$ cat src/rtl/core/nsfc_pkg.sv
// Shared constants, types and helper functions of the NMEA sentence framer and checker.
package nsfc_pkg;

  localparam int MAX_LINE  = 128;
  localparam int IDX_W     = $clog2(MAX_LINE);
  localparam int LEN_W     = $clog2(MAX_LINE + 1);
  localparam int BANK_W    = 2;
  localparam int ADDR_W    = BANK_W + IDX_W;
  localparam int RAM_DEPTH = 1 << ADDR_W;

  localparam logic [7:0] CH_DOLLAR  = 8'h24;
  localparam logic [7:0] CH_NEWLINE = 8'h0A;
  localparam logic [7:0] CH_STAR    = 8'h2A;

  localparam int MIN_LINE   = 6;
  localparam int HEADER_LEN = 6;

  localparam logic [2:0] VERDICT_NONE   = 3'd0;
  localparam logic [2:0] VERDICT_REJECT = 3'd1;
  localparam logic [2:0] VERDICT_OTHER  = 3'd2;
  localparam logic [2:0] VERDICT_GGA    = 3'd3;
  localparam logic [2:0] VERDICT_RMC    = 3'd4;

  localparam logic KIND_GGA = 1'b0;
  localparam logic KIND_RMC = 1'b1;

  // Result fields of one transaction, before the output register.
  typedef struct packed {
    logic [2:0] verdict;
    logic       overflowed;
    logic       byte_valid;
    logic [7:0] length;
  } result_t;

  // Access to the sentence memory for one transaction.
  typedef struct packed {
    logic              we;
    logic [ADDR_W-1:0] waddr;
    logic [7:0]        wdata;
    logic              re;
    logic [ADDR_W-1:0] raddr;
  } ram_req_t;

  // Expected header character at positions 1 to 5 of a GGA or RMC sentence.
  function automatic logic [7:0] header_char(input logic kind, input logic [2:0] pos);
    logic [7:0] ch;
    ch = 8'h00;
    case (pos)
      3'd1: ch = 8'h47;
      3'd2: ch = 8'h4E;
      3'd3: ch = (kind == KIND_RMC) ? 8'h52 : 8'h47;
      3'd4: ch = (kind == KIND_RMC) ? 8'h4D : 8'h47;
      3'd5: ch = (kind == KIND_RMC) ? 8'h43 : 8'h41;
      default: ch = CH_DOLLAR;
    endcase
    return ch;
  endfunction

  // Hex digit decode: bit 4 flags a legal digit, bits 3:0 hold its value.
  function automatic logic [4:0] hex_value(input logic [7:0] c);
    logic [4:0] v;
    v = 5'd0;
    if (c inside {[8'h30:8'h39]}) begin
      v = {1'b1, 4'(c - 8'h30)};
    end else if (c inside {[8'h41:8'h46]}) begin
      v = {1'b1, 4'(c - 8'h37)};
    end else if (c inside {[8'h61:8'h66]}) begin
      v = {1'b1, 4'(c - 8'h57)};
    end
    return v;
  endfunction

endpackage

$ cat src/rtl/core/nsfc_tracker.sv
// Line tracker: incremental checksum, header and star tracking plus bank pointers.
module nsfc_tracker (
  input  logic                    clk,
  input  logic                    rst,
  input  logic                    take,
  input  logic                    mode,
  input  logic [7:0]              rx_byte,
  input  logic                    read_kind,
  input  logic [6:0]              read_index,
  output nsfc_pkg::result_t       result,
  output nsfc_pkg::ram_req_t      ram_req
);

  logic [nsfc_pkg::LEN_W-1:0]  line_length, line_length_next;
  logic                        overflow, overflow_next;
  logic [7:0]                  running_xor, running_xor_next;
  logic                        star_seen, star_seen_next;
  logic [1:0]                  after_count, after_count_next;
  logic [7:0]                  hex_hi, hex_hi_next;
  logic [7:0]                  hex_lo, hex_lo_next;
  logic                        first_dollar, first_dollar_next;
  logic                        gga_ok, gga_ok_next;
  logic                        rmc_ok, rmc_ok_next;
  logic [nsfc_pkg::BANK_W-1:0] cur_bank, cur_bank_next;
  logic [nsfc_pkg::BANK_W-1:0] gga_bank, gga_bank_next;
  logic [nsfc_pkg::BANK_W-1:0] rmc_bank, rmc_bank_next;
  logic [nsfc_pkg::LEN_W-1:0]  gga_length, gga_length_next;
  logic [nsfc_pkg::LEN_W-1:0]  rmc_length, rmc_length_next;

  logic [nsfc_pkg::BANK_W-1:0] sel_bank;
  logic [nsfc_pkg::LEN_W-1:0]  sel_length;
  logic [4:0]                  hi_dec, lo_dec;
  logic                        line_good;
  logic [2:0]                  hdr_pos;

  assign sel_bank   = (read_kind == nsfc_pkg::KIND_RMC) ? rmc_bank : gga_bank;
  assign sel_length = (read_kind == nsfc_pkg::KIND_RMC) ? rmc_length : gga_length;
  assign hi_dec     = nsfc_pkg::hex_value(hex_hi);
  assign lo_dec     = nsfc_pkg::hex_value(hex_lo);
  assign hdr_pos    = (line_length < nsfc_pkg::LEN_W'(nsfc_pkg::HEADER_LEN))
                      ? 3'(line_length) : 3'd0;

  // The whole line check reduces to registered flags, so no memory read is needed.
  assign line_good = !overflow && first_dollar && star_seen && (after_count == 2'd2)
                     && (line_length >= nsfc_pkg::LEN_W'(nsfc_pkg::MIN_LINE))
                     && hi_dec[4] && lo_dec[4] && (running_xor == {hi_dec[3:0], lo_dec[3:0]});

  always_comb begin
    line_length_next  = line_length;
    overflow_next     = overflow;
    running_xor_next  = running_xor;
    star_seen_next    = star_seen;
    after_count_next  = after_count;
    hex_hi_next       = hex_hi;
    hex_lo_next       = hex_lo;
    first_dollar_next = first_dollar;
    gga_ok_next       = gga_ok;
    rmc_ok_next       = rmc_ok;
    cur_bank_next     = cur_bank;
    gga_bank_next     = gga_bank;
    rmc_bank_next     = rmc_bank;
    gga_length_next   = gga_length;
    rmc_length_next   = rmc_length;
    result            = '0;
    ram_req           = '0;
    ram_req.wdata     = rx_byte;
    ram_req.waddr     = {cur_bank, nsfc_pkg::IDX_W'(line_length)};
    ram_req.raddr     = {sel_bank, nsfc_pkg::IDX_W'(read_index)};

    if (take) begin
      if (mode) begin
        ram_req.re        = 1'b1;
        result.byte_valid = (nsfc_pkg::LEN_W'(read_index) < sel_length);
        result.length     = 8'(sel_length);
      end else if (rx_byte == nsfc_pkg::CH_DOLLAR) begin
        ram_req.we        = 1'b1;
        ram_req.waddr     = {cur_bank, nsfc_pkg::IDX_W'(0)};
        line_length_next  = nsfc_pkg::LEN_W'(1);
        overflow_next     = 1'b0;
        running_xor_next  = 8'h00;
        star_seen_next    = 1'b0;
        after_count_next  = 2'd0;
        first_dollar_next = 1'b1;
        gga_ok_next       = 1'b1;
        rmc_ok_next       = 1'b1;
      end else if (rx_byte == nsfc_pkg::CH_NEWLINE) begin
        result.overflowed = overflow;
        result.verdict    = nsfc_pkg::VERDICT_REJECT;
        if (line_good) begin
          if (gga_ok) begin
            result.verdict  = nsfc_pkg::VERDICT_GGA;
            gga_bank_next   = cur_bank;
            cur_bank_next   = gga_bank;
            gga_length_next = line_length;
          end else if (rmc_ok) begin
            result.verdict  = nsfc_pkg::VERDICT_RMC;
            rmc_bank_next   = cur_bank;
            cur_bank_next   = rmc_bank;
            rmc_length_next = line_length;
          end else begin
            result.verdict  = nsfc_pkg::VERDICT_OTHER;
          end
        end
        line_length_next  = '0;
        overflow_next     = 1'b0;
        running_xor_next  = 8'h00;
        star_seen_next    = 1'b0;
        after_count_next  = 2'd0;
        first_dollar_next = 1'b0;
        gga_ok_next       = 1'b0;
        rmc_ok_next       = 1'b0;
      end else if (line_length >= nsfc_pkg::LEN_W'(nsfc_pkg::MAX_LINE)) begin
        overflow_next = 1'b1;
      end else begin
        ram_req.we       = 1'b1;
        line_length_next = line_length + nsfc_pkg::LEN_W'(1);
        if (!star_seen) begin
          if (rx_byte == nsfc_pkg::CH_STAR) begin
            star_seen_next = 1'b1;
          end else if (line_length != '0) begin
            running_xor_next = running_xor ^ rx_byte;
          end
        end else begin
          if (after_count == 2'd0) begin
            hex_hi_next      = rx_byte;
            after_count_next = 2'd1;
          end else if (after_count == 2'd1) begin
            hex_lo_next      = rx_byte;
            after_count_next = 2'd2;
          end
        end
        if (hdr_pos != 3'd0) begin
          gga_ok_next = gga_ok && (rx_byte == nsfc_pkg::header_char(nsfc_pkg::KIND_GGA, hdr_pos));
          rmc_ok_next = rmc_ok && (rx_byte == nsfc_pkg::header_char(nsfc_pkg::KIND_RMC, hdr_pos));
        end
      end
    end
  end

  always_ff @(posedge clk) begin
    if (rst) begin
      line_length  <= '0;
      overflow     <= 1'b0;
      running_xor  <= 8'h00;
      star_seen    <= 1'b0;
      after_count  <= 2'd0;
      first_dollar <= 1'b0;
      gga_ok       <= 1'b0;
      rmc_ok       <= 1'b0;
      cur_bank     <= nsfc_pkg::BANK_W'(0);
      gga_bank     <= nsfc_pkg::BANK_W'(1);
      rmc_bank     <= nsfc_pkg::BANK_W'(2);
      gga_length   <= '0;
      rmc_length   <= '0;
    end else begin
      line_length  <= line_length_next;
      overflow     <= overflow_next;
      running_xor  <= running_xor_next;
      star_seen    <= star_seen_next;
      after_count  <= after_count_next;
      first_dollar <= first_dollar_next;
      gga_ok       <= gga_ok_next;
      rmc_ok       <= rmc_ok_next;
      cur_bank     <= cur_bank_next;
      gga_bank     <= gga_bank_next;
      rmc_bank     <= rmc_bank_next;
      gga_length   <= gga_length_next;
      rmc_length   <= rmc_length_next;
    end
  end

  always_ff @(posedge clk) begin
    hex_hi <= hex_hi_next;
    hex_lo <= hex_lo_next;
  end

`ifndef SYNTH
  // The line being built and the two stored sentences must always sit in separate banks.
  a_banks_distinct: assert property (@(posedge clk) disable iff (rst)
    (cur_bank != gga_bank) && (cur_bank != rmc_bank) && (gga_bank != rmc_bank))
    else $error("sentence banks overlap");

  // A write into the memory never targets a bank that holds a stored sentence.
  a_write_own_bank: assert property (@(posedge clk) disable iff (rst)
    ram_req.we |-> (ram_req.waddr[nsfc_pkg::ADDR_W-1:nsfc_pkg::IDX_W] == cur_bank))
    else $error("write outside the current line bank");
`endif

endmodule

$ cat config.mk
export PLATFORM = sky130hd
export DESIGN_NAME = nsfc_tracker
export DESIGN_NICKNAME = d
export VERILOG_FILES = /design/src/rtl/core/nsfc_pkg.sv /design/src/rtl/core/nsfc_tracker.sv
export SDC_FILE = /design/constraint.sdc
export NUM_CORES = 1
export LEC_CHECK = 0
export BUFFER_PORTS_ARGS = -buffer_cell sky130_fd_sc_hd__clkbuf_2
export CAP_MARGIN = 10
export CORE_MARGIN = 2
export CORE_UTILIZATION = 35
export DETAILED_ROUTE_END_ITERATION = 10
export GPL_TIMING_DRIVEN = 0
export PLACE_DENSITY = 0.54
export SETUP_SLACK_MARGIN = 0.5
export SYNTH_ARGS = -nofsm -noshare
export SYNTH_HDL_FRONTEND = slang
export SYNTH_SLANG_ARGS = --single-unit
$ cat constraint.sdc
create_clock -name clk -period 6.55 [get_ports clk]
set_input_delay 1.31 -clock clk [delete_from_list [all_inputs] [get_ports clk]]
set_output_delay 1.31 -clock clk [all_outputs]
set_load 0.02 [all_outputs]
## Word-level counts from Yosys, hierarchy flattened

Cells that the tools add are included.

| operators by class | value |
|---|---|
| $add $sub $neg | 7 |
| order comparisons | 16 |
| equality and inequality tests | 16 |
| multiplexer cells | 74 |
| bitwise gates (word level) | 7 |
| reductions and logical operators | 38 |

Operators by type and width:

| operator | count |
|---|---|
| 8-bit 2-to-1 mux | 22 |
| 7-bit case mux with 5 select lines | 1 |
| 8-bit by 7-bit >= comparator with 1-bit output, second input constant | 4 |
| 8-bit by 7-bit <= comparator with 1-bit output, second input constant | 4 |
| 5-bit 2-to-1 mux | 6 |
| 8-bit equality test | 3 |
| 1-bit 2-to-1 mux | 23 |
| 7-bit case mux with 3 select lines | 1 |
| 10-bit 2-to-1 mux | 2 |
| 2-bit 2-to-1 mux | 9 |
| 6-bit AND reduction | 3 |
| 8-bit by 6-bit equality test with 1-bit output, second input constant | 2 |
| 8-bit by 6-bit >= comparator with 1-bit output, second input constant | 2 |
| 8-bit by 6-bit <= comparator with 1-bit output, second input constant | 2 |
| 4-bit by 3-bit subtractor with 4-bit output, second input constant | 4 |
| 1-bit logical AND | 15 |
| 3-bit nonzero test | 5 |
| 7-bit AND reduction | 2 |
| 13-bit 2-to-1 mux | 1 |
| 3-bit 2-to-1 mux | 4 |
| 4-bit 2-to-1 mux | 3 |
| 9-bit 2-to-1 mux | 1 |
| 3-bit AND reduction | 3 |
| 8-bit by 1-bit adder with 8-bit output, second input constant | 1 |
| other kinds (25) | 35 |

| storage, ports and cells | value |
|---|---|
| bits in registers | 61 |
| input port bits | 20 |
| output and inout port bits | 41 |
| logic and storage cells | 173 |

## Longest topological paths before layout

| depth | value |
|---|---|
| depth in word-level cells | 17 |
| depth in mapped cells | 10 |
| depth with buffers taken out | 9 |

## Worst setup path before layout

No wires, ideal clock.

| timing path | value |
|---|---|
| path type | in2out |
| from | in read_kind |
| to | out result[8] (netlist name) |
| arrival | 3.043 ns |
| data required time | 5.240 ns |
| slack | 2.197 ns |
| stages on the path | 9 |
| path buffers | 1 |
| path through | clkbuf_1 -> mux2i_1 -> ha_1 -> o21a_1 -> o21a_1 -> o21ai_0 -> a21oi_1 -> o21ai_0 -> a21o_1 |

RTL lines:

| what | RTL line | text |
|---|---|---|
| start, declared | nsfc_tracker.sv:8 | `input logic read_kind,` |
| end, declared | nsfc_tracker.sv:10 | `output nsfc_pkg::result_t result,` |

==> run metrics <==
Hold WC Path Type reg2reg; cell family with most CP delay compound AO/OA/AOI/OAI gates; Final period util 0.7283; n_diodes 0; Worst-Margin Slew 0.8205 ns; Initial DRT Pass Iterations 5; CTS sink cnt 61; vias in the first global route 3538; max incr delay on CP 0.56 ns; FP Rows 38; Die Span X 110.6 um; Setup TNS 0 ns; MaxCap Viol Count 0; Post-CTS Setup Bufs 0; clock buffer depth 2; I/O Pins 61; Leak 1.910 nW; Via density 5.277; initial antenna violation count 0; critical path endpoint category primary output; Top Layer Used met4; RR Startpoint hex_lo[0]$_DFFE_PP_; Main synth FF type dfxtp_1; most common cell in the netlist nor2_1; peak supply drop 0.09545 mV; count of different cell masters after synthesis 68; ratio of cells with drive above 1 in the final layout 0.1907; Yosys top cell area share 0.2267; CTS tree done; largest area contributor in the synthesized netlist dfxtp_1; CP max FO 10; CP startpoint kind input pin; Syn Area/Cell 8.658 sq um; DRT iter0 DRCs 200; # setup viols final 0; gr ovfl total 0; critical-path cell list clkbuf_1 -> mux2i_1 -> ha_1 -> o21a_1 -> o21a_1 -> o21ai_0 -> a21oi_1 -> o21ai_0 -> a21o_1 -> clkbuf_2; CTS buffer count 9; dpl hpwl 8059 um; RSZ-0062 raised after global routing false; Synth Register Bits 61; Final GP Congestion 0.8356; Initial Util 0.3634; ys async rst share 0; Mapped Area 3974 sq um; Critical Path AT 3.46 ns; area delta synth->final 19.71%; Residual DRC 0; drt wl/cell 15.95 um; synth top area cells dfxtp_1 23%, edfxtp_1 12%, mux2i_1 7.1%; Slew headroom 0.4488; status finished clean; HP Start first_dollar$_SDFFE_PP0P_; fmax 209.6 MHz; final hold vios 0; fin util 0.4350; Crit path buffers/inverters 2; Post-DRT Antenna Nets 0; Critical path origin read_kind; DIE HEIGHT 110.6 um; synth warn 0; Slew Viols, Final 0; P per Cell Area 204.0 nW/um^2; wire length on met2 5065 um; CTS H-tree lvls 3; CP max-delay cell clkbuf_1; WS Path Type in2out; Post-Syn Instances 459; Port Buffer Count 59; Tmin final 4.771 ns; # nets final 565; Resized Gates After CTS 0; first-pass GRT wire length 17970 um; Worst-path clk slew 0.06 ns; CORE AREA 10940 sq um; clk_lat worst skew 0.33 ns; WL met1 5126 um; Post-CTS Hold Fix Bufs 0; all-layer global routing usage 0.1786; vias post-DR 3562; CP required 5.24 ns; WL final 10770 um; Commonest cells post-synth 51 x nor2_1, 45 x dfxtp_1, 38 x nand2b_1; root buf cell clkbuf_16; met3 WL post-DR 378 um; largest net degree at the start of global routing 13; Syn Nets 494; die area 12220 sq um; post-synthesis sequential area ratio 0.3476; skew final 0.01197 ns; Post-synth EDFFs 16
==> area by class of cell <==
class / count / area (sq um)
inverters: 15 / 56.30
repair buffers: 60 / 300.3
multi-input cells: 346 / 2331
clock buffers: 10 / 239.0
clock inverters: 6 / 68.82
plain buffers: 37 / 205.2
flip-flops and latches: 61 / 1381
well taps: 140 / 175.2
fillers: 1131 / 6178
==> cells by family (layout without fill, tap and decap cells) <==
logic type / after synthesis / after routing / share of synthesized area
simple gates: 200 / 200 / 0.2755
buf+inv: 52 / 128 / 0.06580
xor+xnor: 18 / 18 / 0.03967
fa+ha+maj: 15 / 15 / 0.04723
compound gates: 83 / 83 / 0.1480
mux: 30 / 30 / 0.07620
flops: 61 / 61 / 0.3476
==> metal layers <==
layer  GRT usage  up-vias
li1            -     1778
met4     0.06167        0
met1      0.2413     1701
met5           0        -
met2      0.2851       65
met3     0.03513       18
==> state kept, by name (all words and copies together), names as in the netlist, 8 cells and up <==
register and count:
gga_length 8, running_xor 8, hex_hi 8, rmc_length 8
line_length 8, hex_lo 8
==> worst min-delay path: stages, from the launching register on <==
cell     delay, ns
dfxtp_1       0.32
nand2_1       0.05
a21oi_1       0.05
==> where the power goes <==
group / switching (mW) / total, mW / internal, mW
Combinational: 0.0544 / 0.0901 / 0.0357
Sequential: 0.00302 / 0.392 / 0.389
Clock: 0.182 / 0.489 / 0.307
Total: 0.239 / 0.971 / 0.732
==> worst paths after layout <==
| path | to | slack (ns) | cells after the start |
|---|---|---|---|
| worst min-delay path | first_dollar$_SDFFE_PP0P_ | 0.47 | 2 |
| worst max register to register | rmc_length[5]$_SDFFE_PP0P_ | 3.36 | 9 |
| worst max-delay path | result[8] | 1.78 | 10 |
| worst min register to register | first_dollar$_SDFFE_PP0P_ | 0.47 | 2 |
==> layout by cell type (no fill, tap or decap), types with 14 or more instances in the layout <==
cell type / n
nand2_1: 26
nor2_1: 51
mux2i_1: 28
a21oi_1: 15
dfxtp_1: 45
xor2_1: 14
inv_1: 15
ha_1: 15
clkbuf_2: 59
o21ai_0: 16
buf_4: 15
nand2b_1: 38
clkbuf_1: 18
edfxtp_1: 16
==> through the flow <==
step	cell area, sq um	instances	hold slack [ns]	power, mW	setup slack [ns]
finish	4757	675	0.4677	0.9705	1.779
global route	4757	675	0.4955	1.006	1.542
CTS	4757	675	0.4683	0.9751	1.727
detailed placement	4449	659	0.4597	0.4893	1.735
global placement	4444	658	0.4504	0.4878	1.760
floorplan	3974	459	0.4367	0.4581	2.197
Power figures use the tool's default switching activity.
